$ cat src/hw/rtl/ppsrb_pkg.sv
`default_nettype none

package ppsrb_pkg;

   localparam int DEF_PEERS       = 4;
   localparam int DEF_WINDOW      = 16;
   localparam int DEF_HANDLE_BITS = 16;

   localparam int CMD_BITS    = 2;
   localparam int PEER_W      = 2;
   localparam int SEQ_W       = 16;
   localparam int HANDLE_W    = 16;
   localparam int STATUS_W    = 3;
   localparam int REQ_DATA_W  = 40;
   localparam int RSP_DATA_W  = 40;

   localparam logic [CMD_BITS-1:0] CMD_DATA       = 2'd0;
   localparam logic [CMD_BITS-1:0] CMD_CONNECT    = 2'd1;
   localparam logic [CMD_BITS-1:0] CMD_DISCONNECT = 2'd2;
   localparam logic [CMD_BITS-1:0] CMD_NONE       = 2'd3;

   localparam logic [STATUS_W-1:0] ST_STORED       = 3'd0;
   localparam logic [STATUS_W-1:0] ST_OLD_DUP      = 3'd1;
   localparam logic [STATUS_W-1:0] ST_SLOT_DUP     = 3'd2;
   localparam logic [STATUS_W-1:0] ST_BEYOND       = 3'd3;
   localparam logic [STATUS_W-1:0] ST_FAILED       = 3'd4;
   localparam logic [STATUS_W-1:0] ST_CONNECTED    = 3'd5;
   localparam logic [STATUS_W-1:0] ST_DISCONNECTED = 3'd6;

   localparam logic KIND_DELIVERY = 1'b0;
   localparam logic KIND_STATUS   = 1'b1;

   typedef struct packed {
      logic load;
      logic exec;
      logic read;
      logic send;
   } ctrl_cmd_type;

   typedef struct packed {
      logic ignore;
      logic out_free;
      logic will_release;
      logic next_valid;
   } dp_sts_type;

endpackage

`default_nettype wire

$ cat src/hw/rtl/ppsrb_ram.sv
`default_nettype none

module ppsrb_ram #(
   parameter int WIDTH = 16,
   parameter int DEPTH = 64
) (
   input  wire logic                          clock,
   input  wire logic                          wr_en,
   input  wire logic [$clog2(DEPTH)-1:0]      wr_addr,
   input  wire logic [WIDTH-1:0]              wr_data,
   input  wire logic                          rd_en,
   input  wire logic [$clog2(DEPTH)-1:0]      rd_addr,
   output logic      [WIDTH-1:0]              rd_data
);

   logic [WIDTH-1:0] mem_ff [DEPTH];
   logic [WIDTH-1:0] rd_data_ff;

   always_ff @(posedge clock) begin
      if (wr_en) begin
         mem_ff[wr_addr] <= wr_data;
      end
      if (rd_en) begin
         rd_data_ff <= mem_ff[rd_addr];
      end
   end

   assign rd_data = rd_data_ff;

endmodule

`default_nettype wire

$ cat src/hw/rtl/ppsrb_ctrl.sv
`default_nettype none

module ppsrb_ctrl
   import ppsrb_pkg::*;
(
   input  wire logic         clock,
   input  wire logic         reset,
   input  wire logic         req_tvalid,
   output logic              req_tready,
   input  wire dp_sts_type   sts,
   output ctrl_cmd_type      cmd
);

   localparam logic [1:0] S_IDLE = 2'd0;
   localparam logic [1:0] S_EXEC = 2'd1;
   localparam logic [1:0] S_READ = 2'd2;
   localparam logic [1:0] S_SEND = 2'd3;

   logic [1:0] state_ff;
   logic [1:0] state_in;

   assign req_tready = (state_ff == S_IDLE);

   always_comb begin
      state_in = state_ff;
      cmd      = '0;
      cmd.load = req_tvalid && req_tready;
      unique case (state_ff)
         S_IDLE: begin
            if (req_tvalid) begin
               state_in = S_EXEC;
            end
         end
         S_EXEC: begin
            if (sts.ignore) begin
               state_in = S_IDLE;
            end else if (sts.out_free) begin
               cmd.exec = 1'b1;
               state_in = sts.will_release ? S_READ : S_IDLE;
            end
         end
         S_READ: begin
            cmd.read = 1'b1;
            state_in = S_SEND;
         end
         S_SEND: begin
            if (sts.out_free) begin
               cmd.send = 1'b1;
               state_in = sts.next_valid ? S_READ : S_IDLE;
            end
         end
         default: begin
            state_in = S_IDLE;
         end
      endcase
   end

   always_ff @(posedge clock) begin
      if (reset) begin
         state_ff <= S_IDLE;
      end else begin
         state_ff <= state_in;
      end
   end

endmodule

`default_nettype wire

$ cat src/hw/rtl/ppsrb_dp.sv
`default_nettype none

module ppsrb_dp
   import ppsrb_pkg::*;
#(
   parameter int PEERS       = DEF_PEERS,
   parameter int WINDOW      = DEF_WINDOW,
   parameter int HANDLE_BITS = DEF_HANDLE_BITS
) (
   input  wire logic                   clock,
   input  wire logic                   reset,
   input  wire ctrl_cmd_type           cmd,
   output dp_sts_type                  sts,
   input  wire logic [REQ_DATA_W-1:0]  req_tdata,
   input  wire logic [CMD_BITS-1:0]    req_tuser,
   input  wire logic                   req_tlast,
   output logic                        rsp_tvalid,
   input  wire logic                   rsp_tready,
   output logic      [RSP_DATA_W-1:0]  rsp_tdata,
   output logic                        rsp_tuser,
   output logic                        rsp_tlast
);

   localparam int PEER_BITS = (PEERS > 1) ? $clog2(PEERS) : 1;
   localparam int SLOT_BITS = $clog2(WINDOW);
   localparam int SUM_BITS  = SLOT_BITS + 1;
   localparam int ADDR_BITS = $clog2(PEERS * WINDOW);

   function automatic logic [RSP_DATA_W-1:0] pack_rsp(
      input logic [PEER_W-1:0]   peer,
      input logic [SEQ_W-1:0]    seq,
      input logic [HANDLE_W-1:0] handle,
      input logic [STATUS_W-1:0] status
   );
      pack_rsp = {3'b000, status, handle, seq, peer};
   endfunction

   logic [CMD_BITS-1:0] cmd_ff;
   logic [PEER_W-1:0]   peer_ff;
   logic [SEQ_W-1:0]    seq_ff;
   logic [HANDLE_W-1:0] handle_ff;
   logic                lastp_ff;
   logic                bad_ff;

   always_ff @(posedge clock) begin
      if (cmd.load) begin
         cmd_ff    <= req_tuser;
         peer_ff   <= req_tdata[1:0];
         seq_ff    <= req_tdata[17:2];
         handle_ff <= req_tdata[33:18];
         bad_ff    <= req_tdata[34];
         lastp_ff  <= req_tlast;
      end
   end

   logic [SEQ_W-1:0]     expected_ff [PEERS];
   logic [SEQ_W-1:0]     expected_in [PEERS];
   logic [SLOT_BITS-1:0] head_ff     [PEERS];
   logic [SLOT_BITS-1:0] head_in     [PEERS];
   logic [WINDOW-1:0]    valid_ff    [PEERS];
   logic [WINDOW-1:0]    valid_in    [PEERS];
   logic [PEERS-1:0]     failed_ff;
   logic [PEERS-1:0]     failed_in;

   logic [PEER_BITS-1:0] pidx;
   logic                 peer_ok;
   logic [SEQ_W-1:0]     exp_cur;
   logic [SLOT_BITS-1:0] head_cur;
   logic [SLOT_BITS-1:0] head_nx;
   logic [WINDOW-1:0]    row;
   logic                 fail_path;
   logic [SEQ_W-1:0]     diff;
   logic                 in_win;
   logic [SUM_BITS-1:0]  phys_sum;
   logic [SLOT_BITS-1:0] phys;
   logic [STATUS_W-1:0]  st;
   logic                 store;
   logic                 release_ok;
   logic                 will_release;
   logic                 next_valid;
   logic [HANDLE_BITS-1:0] rd_data;

   assign pidx      = PEER_BITS'(peer_ff);
   assign peer_ok   = ({30'd0, peer_ff} < 32'(PEERS));
   assign exp_cur   = expected_ff[pidx];
   assign head_cur  = head_ff[pidx];
   assign row       = valid_ff[pidx];
   assign fail_path = failed_ff[pidx] || bad_ff;
   assign head_nx   = (head_cur == SLOT_BITS'(WINDOW - 1)) ? '0 : head_cur + 1'b1;

   assign diff     = seq_ff - exp_cur;
   assign in_win   = !diff[SEQ_W-1] && (diff < 16'(WINDOW));
   assign phys_sum = SUM_BITS'(head_cur) + SUM_BITS'(diff[SLOT_BITS-1:0]);
   assign phys     = (phys_sum >= SUM_BITS'(WINDOW)) ?
                     SLOT_BITS'(phys_sum - SUM_BITS'(WINDOW)) : SLOT_BITS'(phys_sum);

   always_comb begin
      st    = ST_STORED;
      store = 1'b0;
      unique case (cmd_ff)
         CMD_DATA: begin
            if (fail_path) begin
               st = ST_FAILED;
            end else if (diff[SEQ_W-1]) begin
               st = ST_OLD_DUP;
            end else if (!in_win) begin
               st = ST_BEYOND;
            end else if (row[phys]) begin
               st = ST_SLOT_DUP;
            end else begin
               st    = ST_STORED;
               store = 1'b1;
            end
         end
         CMD_CONNECT: begin
            st = ST_CONNECTED;
         end
         CMD_DISCONNECT: begin
            st = ST_DISCONNECTED;
         end
         default: begin
            st = ST_STORED;
         end
      endcase
   end

   assign release_ok   = (cmd_ff == CMD_DATA) && !fail_path && lastp_ff;
   assign will_release = release_ok && (row[head_cur] || (store && (phys == head_cur)));
   assign next_valid   = row[head_nx];

   always_comb begin
      expected_in = expected_ff;
      head_in     = head_ff;
      valid_in    = valid_ff;
      failed_in   = failed_ff;
      if (cmd.exec) begin
         unique case (cmd_ff)
            CMD_DATA: begin
               if (fail_path) begin
                  failed_in[pidx] = !lastp_ff;
               end else if (store) begin
                  valid_in[pidx][phys] = 1'b1;
               end
            end
            CMD_CONNECT: begin
               expected_in[pidx] = '0;
               failed_in[pidx]   = 1'b0;
            end
            CMD_DISCONNECT: begin
               valid_in[pidx]  = '0;
               failed_in[pidx] = 1'b0;
            end
            default: begin
            end
         endcase
      end
      if (cmd.send) begin
         valid_in[pidx][head_cur] = 1'b0;
         head_in[pidx]            = head_nx;
         expected_in[pidx]        = exp_cur + 16'd1;
      end
   end

   always_ff @(posedge clock) begin
      if (reset) begin
         expected_ff <= '{default: '0};
         head_ff     <= '{default: '0};
         valid_ff    <= '{default: '0};
         failed_ff   <= '0;
      end else begin
         expected_ff <= expected_in;
         head_ff     <= head_in;
         valid_ff    <= valid_in;
         failed_ff   <= failed_in;
      end
   end

   ppsrb_ram #(
      .WIDTH (HANDLE_BITS),
      .DEPTH (PEERS * WINDOW)
   ) u_slot_ram (
      .clock   (clock),
      .wr_en   (cmd.exec && store),
      .wr_addr (ADDR_BITS'(pidx) * ADDR_BITS'(WINDOW) + ADDR_BITS'(phys)),
      .wr_data (HANDLE_BITS'(handle_ff)),
      .rd_en   (cmd.read),
      .rd_addr (ADDR_BITS'(pidx) * ADDR_BITS'(WINDOW) + ADDR_BITS'(head_cur)),
      .rd_data (rd_data)
   );

   logic                  rsp_valid_ff;
   logic [RSP_DATA_W-1:0] rsp_data_ff;
   logic                  rsp_kind_ff;
   logic                  rsp_last_ff;

   always_ff @(posedge clock) begin
      if (reset) begin
         rsp_valid_ff <= 1'b0;
      end else if (cmd.exec || cmd.send) begin
         rsp_valid_ff <= 1'b1;
      end else if (rsp_tready) begin
         rsp_valid_ff <= 1'b0;
      end
   end

   always_ff @(posedge clock) begin
      if (cmd.exec) begin
         rsp_kind_ff <= KIND_STATUS;
         rsp_data_ff <= pack_rsp(peer_ff, (cmd_ff == CMD_DATA) ? seq_ff : '0, '0, st);
         rsp_last_ff <= !will_release;
      end else if (cmd.send) begin
         rsp_kind_ff <= KIND_DELIVERY;
         rsp_data_ff <= pack_rsp(peer_ff, exp_cur, HANDLE_W'(rd_data), ST_STORED);
         rsp_last_ff <= !next_valid;
      end
   end

   assign rsp_tvalid = rsp_valid_ff;
   assign rsp_tdata  = rsp_data_ff;
   assign rsp_tuser  = rsp_kind_ff;
   assign rsp_tlast  = rsp_last_ff;

   assign sts.ignore       = (cmd_ff == CMD_NONE) || !peer_ok;
   assign sts.out_free     = !rsp_valid_ff || rsp_tready;
   assign sts.will_release = will_release;
   assign sts.next_valid   = next_valid;

`ifndef SYNTHESIS
   a_send_filled: assert property (@(posedge clock) disable iff (reset)
      cmd.send |-> row[head_cur])
      else $error("delivery from an empty slot");

   a_no_overwrite: assert property (@(posedge clock) disable iff (reset)
      (rsp_valid_ff && !rsp_tready) |-> !(cmd.exec || cmd.send))
      else $error("pending request overwritten");

   a_seq_advance: assert property (@(posedge clock) disable iff (reset)
      cmd.send |=> expected_ff[$past(pidx)] == $past(exp_cur) + 16'd1)
      else $error("expected number did not advance");
`endif

endmodule

`default_nettype wire

$ cat src/hw/rtl/per_peer_sequence_reorder_buffer.sv
// A request is taken only in idle, registered, then executed once the output is
// free, loading its status onto rsp (none for CMD_NONE or a peer out of range);
// each in-order delivery then reads the slot RAM and loads the output register.
// Reset: synchronous, active high; clears expected numbers, failed flags,
// window heads and slot valid bits at once; slot RAM contents are not cleared.
`default_nettype none

module per_peer_sequence_reorder_buffer
   import ppsrb_pkg::*;
#(
   parameter int PEERS       = DEF_PEERS,
   parameter int WINDOW      = DEF_WINDOW,
   parameter int HANDLE_BITS = DEF_HANDLE_BITS
) (
   input  wire logic                   clock,
   input  wire logic                   reset,
   input  wire logic                   req_tvalid,
   output logic                        req_tready,
   // peer[1:0], seq[17:2], payload_handle[33:18], malformed[34], zero[39:35]
   input  wire logic [REQ_DATA_W-1:0]  req_tdata,
   // command[1:0]
   input  wire logic [CMD_BITS-1:0]    req_tuser,
   input  wire logic                   req_tlast,
   output logic                        rsp_tvalid,
   input  wire logic                   rsp_tready,
   // out_peer[1:0], out_seq[17:2], out_handle[33:18], status[36:34], zero[39:37]
   output logic      [RSP_DATA_W-1:0]  rsp_tdata,
   // kind[0]
   output logic                        rsp_tuser,
   output logic                        rsp_tlast
);

   ctrl_cmd_type cmd;
   dp_sts_type   sts;

   ppsrb_ctrl u_ctrl (
      .clock      (clock),
      .reset      (reset),
      .req_tvalid (req_tvalid),
      .req_tready (req_tready),
      .sts        (sts),
      .cmd        (cmd)
   );

   ppsrb_dp #(
      .PEERS       (PEERS),
      .WINDOW      (WINDOW),
      .HANDLE_BITS (HANDLE_BITS)
   ) u_dp (
      .clock      (clock),
      .reset      (reset),
      .cmd        (cmd),
      .sts        (sts),
      .req_tdata  (req_tdata),
      .req_tuser  (req_tuser),
      .req_tlast  (req_tlast),
      .rsp_tvalid (rsp_tvalid),
      .rsp_tready (rsp_tready),
      .rsp_tdata  (rsp_tdata),
      .rsp_tuser  (rsp_tuser),
      .rsp_tlast  (rsp_tlast)
   );

endmodule

`default_nettype wire
$ cat config.mk
export PLATFORM = sky130hd
export DESIGN_NAME = per_peer_sequence_reorder_buffer
export DESIGN_NICKNAME = d
export VERILOG_FILES = /design/src/hw/rtl/ppsrb_pkg.sv /design/src/hw/rtl/ppsrb_ram.sv /design/src/hw/rtl/ppsrb_ctrl.sv /design/src/hw/rtl/ppsrb_dp.sv /design/src/hw/rtl/per_peer_sequence_reorder_buffer.sv
export SDC_FILE = /design/constraint.sdc
export NUM_CORES = 2
export LEC_CHECK = 0
export BUFFER_PORTS_ARGS = -buffer_cell sky130_fd_sc_hd__buf_2
export CORE_MARGIN = 2
export CORE_UTILIZATION = 57
export DETAILED_ROUTE_END_ITERATION = 7
export GPL_TIMING_DRIVEN = 0
export PLACE_DENSITY = 0.8
export RECOVER_POWER = 100
export SLEW_MARGIN = 30
export SYNTH_ARGS = -nofsm -noshare
export SYNTH_HDL_FRONTEND = slang
export SYNTH_HIERARCHICAL = 1
export SYNTH_SLANG_ARGS = --single-unit
$ cat constraint.sdc
create_clock -name clock -period 6.7 [get_ports clock]
set_input_delay 1.34 -clock clock [delete_from_list [all_inputs] [get_ports clock]]
set_output_delay 1.34 -clock clock [all_outputs]
set_load 0.02 [all_outputs]
; ---- Yosys cells after proc, flatten, opt, wreduce, memory -nomap -nowiden
; Memories as Yosys holds them, arrays and structs flattened. A register that Yosys moved wholly into a read port is not among the register bits.
; Index checks and enable logic that the tools add are counted.
; W data, S select, Z words.
[totals]
register_bits = 228
elab_cells = 171
ram_bits = 1024
memories = 1
in_bits = 47
output_inout_bits = 44
[memory_table]
columns = name, words, word_bits, rd, rd_clocked_by_memory_dff, write_ports, line
row1 = u_dp.u_slot_ram.mem_ff, 64, 16, 1, 1, 1, ppsrb_ram.sv:16  ; logic [WIDTH-1:0] mem_ff [DEPTH];
[classes]
n_eq_ne = 12
order_cmp = 11
n_reduce_logical = 29
bitwise = 9
add_sub_neg = 7
mux = 77
[ops]
columns = op, count
row1 = $mux W64, 7
row2 = $and A64 B64 Y64, 3
row3 = $mux W16, 8
row4 = $not A64 Y64, 2
row5 = $pmux W64 S2, 1
row6 = $demux W16 S2, 3
row7 = $mux W37, 2
row8 = $bmux W16 S2, 2
row9 = $bwmux W64, 1
row10 = $or A64 B64 Y64, 1
row11 = $mux W4, 6
row12 = $mux W1, 23
row13 = $add A16 B1 Y16 const B, 1
row14 = $bwmux W16, 1
row15 = $lt A16 B5 Y1 const B, 1
row16 = $sub A16 B16 Y16, 1
row17 = $lt A4 B5 Y1 const B, 3
row18 = $mux W2, 7
row19 = $add A6 B4 Y6, 2
row20 = $bmux W1 S4, 3
row21 = $logic_and A1 B1 Y1, 11
row22 = $mux W3, 3
row23 = $pmux W3 S3, 1
row24 = $bmux W4 S2, 1
row25 = other kinds (32), 51

; ---- Longest topological paths before layout
[depth]
ltp_word = 22
mapped_depth = 21
depth_no_buf = 16

; ---- Hierarchy
; The synthesis kept the hierarchy.
[by_module_without_submodules]
columns = mod, area_each_um2, cells_each, seq_area_each_um2, n_inst
row1 = ppsrb_ram, 40202.3, 1829, 31230.0, 1
row2 = ppsrb_dp, 11925.2, 1268, 5124.9, 1
row3 = ppsrb_ctrl, 121.4, 15, 40.0, 1

; ---- Least setup slack after synthesis
; Ideal clock, no wire load.
[synth_timing]
path_type = register to register
from = register u_dp.peer_ff[0]
to = memory u_dp.u_slot_ram.mem_ff[48][0] (enable)
path_stages_with_launch = 20
setup_ns = 0.409
arrival_time_ns = 5.771
synth_period_minus_slack_ns = 6.180
required_time_ns = 6.291
slack_ns = 0.520
n_path_buf = 3
cell_sequence = edfxtp_1 buf_4 buf_4 mux4_2 ha_1 fa_1 inv_1 ha_1 a21o_1 a21oi_1 xnor2_1 xnor3_2 inv_2 o21a_1 a2111oi_4 buf_6 and3_1 nor2b_1 nand4b_1 nor3_1
[synth_via]
elab_chain_cells = 18
word_cells_on_any_way = 32
[synth_rtl]
columns = element, line
row1 = from (decl), ppsrb_dp.sv:39  ; logic [PEER_W-1:0] peer_ff;
row2 = from (signal assigned), ppsrb_dp.sv:48  ; peer_ff <= req_tdata[1:0];
row3 = $not A2 Y3 (not written as such) *, "ppsrb_dp.sv:85, ppsrb_dp.sv:86"
row4 = $bmux W16 S2, ppsrb_dp.sv:85  ; assign exp_cur = expected_ff[pidx];
row5 = $mux W16 (not written as such) (2 in a row), ppsrb_dp.sv:85
row6 = $sub A16 B16 Y16, ppsrb_dp.sv:91  ; assign diff = seq_ff - exp_cur;
row7 = $add A4 B4 Y5 *, ppsrb_dp.sv:93  ; assign phys_sum = SUM_BITS'(head_cur) + SUM_BITS'(diff[SLOT_BITS-1:0]);
row8 = $sub A4 B1 Y4 / $ge A5 B5 Y1 (equally long branches), "ppsrb_dp.sv:95, ppsrb_dp.sv:94"
row9 = $mux W4 *, ppsrb_dp.sv:94  ; assign phys = (phys_sum >= SUM_BITS'(WINDOW)) ?
row10 = net u_dp.phys[3], ppsrb_dp.sv:75  ; logic [SLOT_BITS-1:0] phys;
row11 = [... 2 more ...], --
row12 = $mux W1, ppsrb_dp.sv:108  ; end else if (row[phys]) begin
row13 = $mux W1, ppsrb_dp.sv:106  ; end else if (!in_win) begin
row14 = $mux W1, ppsrb_dp.sv:104  ; end else if (diff[SEQ_W-1]) begin
row15 = $mux W1, ppsrb_dp.sv:102  ; if (fail_path) begin
row16 = $mux W1, ppsrb_dp.sv:100  ; unique case (cmd_ff)
row17 = $logic_and A1 B1 Y1, ppsrb_dp.sv:183  ; .wr_en (cmd.exec && store),
row18 = $mux W1, ppsrb_ram.sv:20  ; if (wr_en) begin
row19 = $mux W1 (not written as such), ppsrb_ram.sv:21  ; mem_ff[wr_addr] <= wr_data;
row20 = to (decl), ppsrb_ram.sv:16
; The timed path passes the listed nets; every way through them passes the cells marked *. The select of a mux whose other input is x is not followed.

; ---- Worst setup path in the final report
[layout_timing]
from = register u_dp.peer_ff[1]
to = memory u_dp.u_slot_ram.mem_ff[37][13] (enable)
; The elaborated chain is that of the path after synthesis.

==> impl_metrics.tcl <==
set metrics [dict create \
    path_max_fanout 10 \
    ys_async_sr_fraction_pct 0 \
    critPathArrivalTime_ns 7.06 \
    ys_warn_count 6 \
    max_freq_mhz 150 \
    chipWidth_um 307 \
    drive_gt1_share_pct 23.7 \
    wl_per_cell_um 31.9 \
    fillers 5966 \
    cp-endpoint "u_dp/u_slot_ram/mem_ff[37][13]$_DFFE_PP_" \
    p_leak_nw 18.4 \
    first_global_vias 32099 \
    power_mw 16.0 \
    antenna_left 0 \
    synth_flop_cell "edfxtp_1" \
    first_pass_iters 6 \
    ys_seq_elements 1268 \
    synthToLayoutAreaGrowth_pct 14.1 \
    reg2reg_to "u_dp/u_slot_ram/mem_ff[37][13]$_DFFE_PP_" \
    drt_iter0_drc 4727 \
    dieArea_um2 94100 \
    reg2reg_from "u_dp/peer_ff[1]$_DFFE_PP_" \
    viasPerCell 6.82 \
    worst_pin_slew_ns 2.99 \
    r2r_slack_ns 0.04 \
    clock_latency_ns 0.75 \
    cp-end-kind "register" \
    min_period_over_period_pct 99.4 \
    hold_buffers 0 \
    hpwl_um 101000 \
    min_period_ns 6.66 \
    nets 3523 \
    gp_congestion 1.01 \
    path_clk_slew_ns 0.06 \
    grt_pass1_wl_um 218000 \
    cp.required_ns 7.10 \
    netlist_area_um2 52200 \
    whs_ns 0.448 \
    antenna_found_initial 7 \
    power.density_nw_per_um2 268 \
    vias 32295 \
    coreArea_um2 91200 \
    synth_cells 3112 \
    cts.sinks 1268 \
    cts_tree "yes" \
    status "finished, violations left" \
    numCtsBuffers 121 \
    io_pins 91 \
    grt_usage_pct 32.4 \
    overflow 0 \
    numPortBuffers 82 \
    num_rows 111 \
    grt_max_degree 39 \
    worst_slack_ns 0.0413 \
    die_h_um 307 \
    maxSlewHeadroom_pct -99.3 \
    initial_core_util_pct 57.3 \
    path_class "reg2reg" \
    synth_edf_count 1100 \
    clk_path_buf_depth 3 \
    drc 0 \
    peakVddDrop_mv 0.219 \
    hold_depth 2 \
    root_buffer "clkbuf_16" \
    r2r_cells 18 \
    finClkSkew_ns 0.0674 \
    maxCapViolCount 1 \
    synth.distinct_cells 79 \
    yosysSeqAreaShare_pct 69.7 \
    crit_start "u_dp/peer_ff[1]$_DFFE_PP_" \
    failed_checks "capacitance limit, slew limit" \
    avgSynthCellArea_um2 16.8 \
    place_ws_ns -1.37 \
    setup_viol 0 \
    start_kind "register" \
    routed_wl_um 151000 \
    htreeDepth 3 \
    drv_slew 39 \
    finalHoldViolations 0 \
    hold_path.class "reg2reg" \
]
-- flip-flops by register name, summed over array words and instances, names as in the netlist, 2 cells and up --
| signal | flops |
|---|---|
| u_dp/u_slot_ram/mem_ff | 1024 |
| u_dp/rsp_tdata | 37 |
| u_dp/cmd_ff | 2 |
| u_dp/peer_ff | 2 |
| u_dp/seq_ff | 16 |
| u_dp/valid_ff | 64 |
| u_dp/failed_ff | 4 |
| u_dp/handle_ff | 16 |
| u_dp/expected_ff | 64 |
| u_dp/head_ff | 16 |
| u_dp/u_slot_ram/rd_data | 16 |
| u_ctrl/state_ff | 2 |
-- what timing repair did --
action | in CTS | in global routing
gates resized for setup | 54 | 6
endpoints found under the setup margin | 1024 | 905
pin swaps | 13 | 2
buffers inserted | 20 | 3
-- cells by family after synthesis --
logic type      count (synthesis)  synth area share, %
compound gates                442                 6.01
flops                        1268                 69.7
fa+ha+maj                      29                0.723
other cells                     1              0.00718
xor+xnor                       28                0.498
simple gates                  688                 6.20
mux                           403                 14.2
buf+inv                       253                 2.69
-- power breakdown --
group,leakage [nW],internal (mW),switching (mW)
clock,1.91,3.84,2.94
combinational,5.22,0.126,0.428
sequential,11.3,8.62,0.0348
total,18.4,12.6,3.41
-- metrics by stage --
step | instances | util, % | TNS, ns | area (um^2)
after global placement | 4382 | 59.3 | -1400.68 | 54200
after global routing | 4732 | 65.3 | -0.283 | 59600
final | 4733 | 65.3 | 0 | 59600
after floorplan | 3114 | - | 0 | 52300
after CTS | 4729 | 65.9 | 0 | 60100
after detailed placement | 4487 | 61.0 | -847.22 | 55700
-- critical path, cell delays in order, from the launching register on --
cell	delay, ns
edfxtp_1	0.40
buf_2	0.28
buf_4	0.30
buf_4	0.27
mux4_2	0.45
ha_1	0.27
fa_1	0.61
fa_2	0.53
inv_1	0.23
nor2_1	0.19
a22oi_1	0.20
a21oi_1	0.10
o21a_1	0.28
a2111oi_4	0.33
buf_6	0.22
and3_4	0.34
nand3_2	0.55
nor2_4	0.56
buf_6	0.22
-- cell usage in the layout (no fill, tap or decap), drive strengths merged, types with 47 or more instances in the layout --
cell type  instances
mux2i            107
nand2            185
buf              229
dfxtp            168
a31o              56
nor2             230
nand4             81
edfxtp          1100
mux4             267
clkbuf           365
a21oi            126
nand3             47
a22oi             99
-- worst min path at each step --
stage | start | to | slack [ns]
6_report | u_dp/valid_ff[38]$_SDFF_PP0_ | u_dp/valid_ff[38]$_SDFF_PP0_ | 0.45
2_1_floorplan | u_dp/expected_ff[46]$_SDFF_PP0_ | u_dp/expected_ff[46]$_SDFF_PP0_ | 0.42
3_5_place_dp | u_dp/expected_ff[46]$_SDFF_PP0_ | u_dp/expected_ff[46]$_SDFF_PP0_ | 0.44
4_1_cts | u_dp/valid_ff[12]$_SDFF_PP0_ | u_dp/valid_ff[12]$_SDFF_PP0_ | 0.45
5_1_grt | u_dp/valid_ff[26]$_SDFF_PP0_ | u_dp/valid_ff[26]$_SDFF_PP0_ | 0.46
3_3_place_gp | u_dp/valid_ff[21]$_SDFF_PP0_ | u_dp/valid_ff[21]$_SDFF_PP0_ | 0.43
-- cell usage after synthesis (all sizes together) (56+ instances only) --
library cell  count  area, um^2
edfxtp         1100       33000
mux4            267        6030
nor2            230         868
nand2           185         704
dfxtp           168        3360
a21oi           126         634
buf             120         900
mux2i           107        1070
clkbuf          102         389
a22oi            99         743
nand4            81         507
a31o             56         490
-- metal layers --
metal | global-route usage (%) | part of all wire (%) | routed length [um]
met1 | 40.3 | 34 | 51000
met2 | 52.2 | 47 | 71500
met3 | 7.20 | 11 | 16700
met4 | 20.1 | 7.7 | 11700
met5 | 0 | 0.032 | 49
-- layout make-up --
class,count,area (um^2),share of cell area (%)
sequential,1268,36400,61.1
tap,1186,1480,2.49
antenna,1,2.50,0.00420
clock buffer,162,3300,5.54
clock inverter,60,629,1.06
timing repair buffer,210,1470,2.47
buffer,222,1290,2.16
multi-input combinational,1593,14900,25.0
inverter,31,116,0.195
Power figures use the tool's default switching activity.
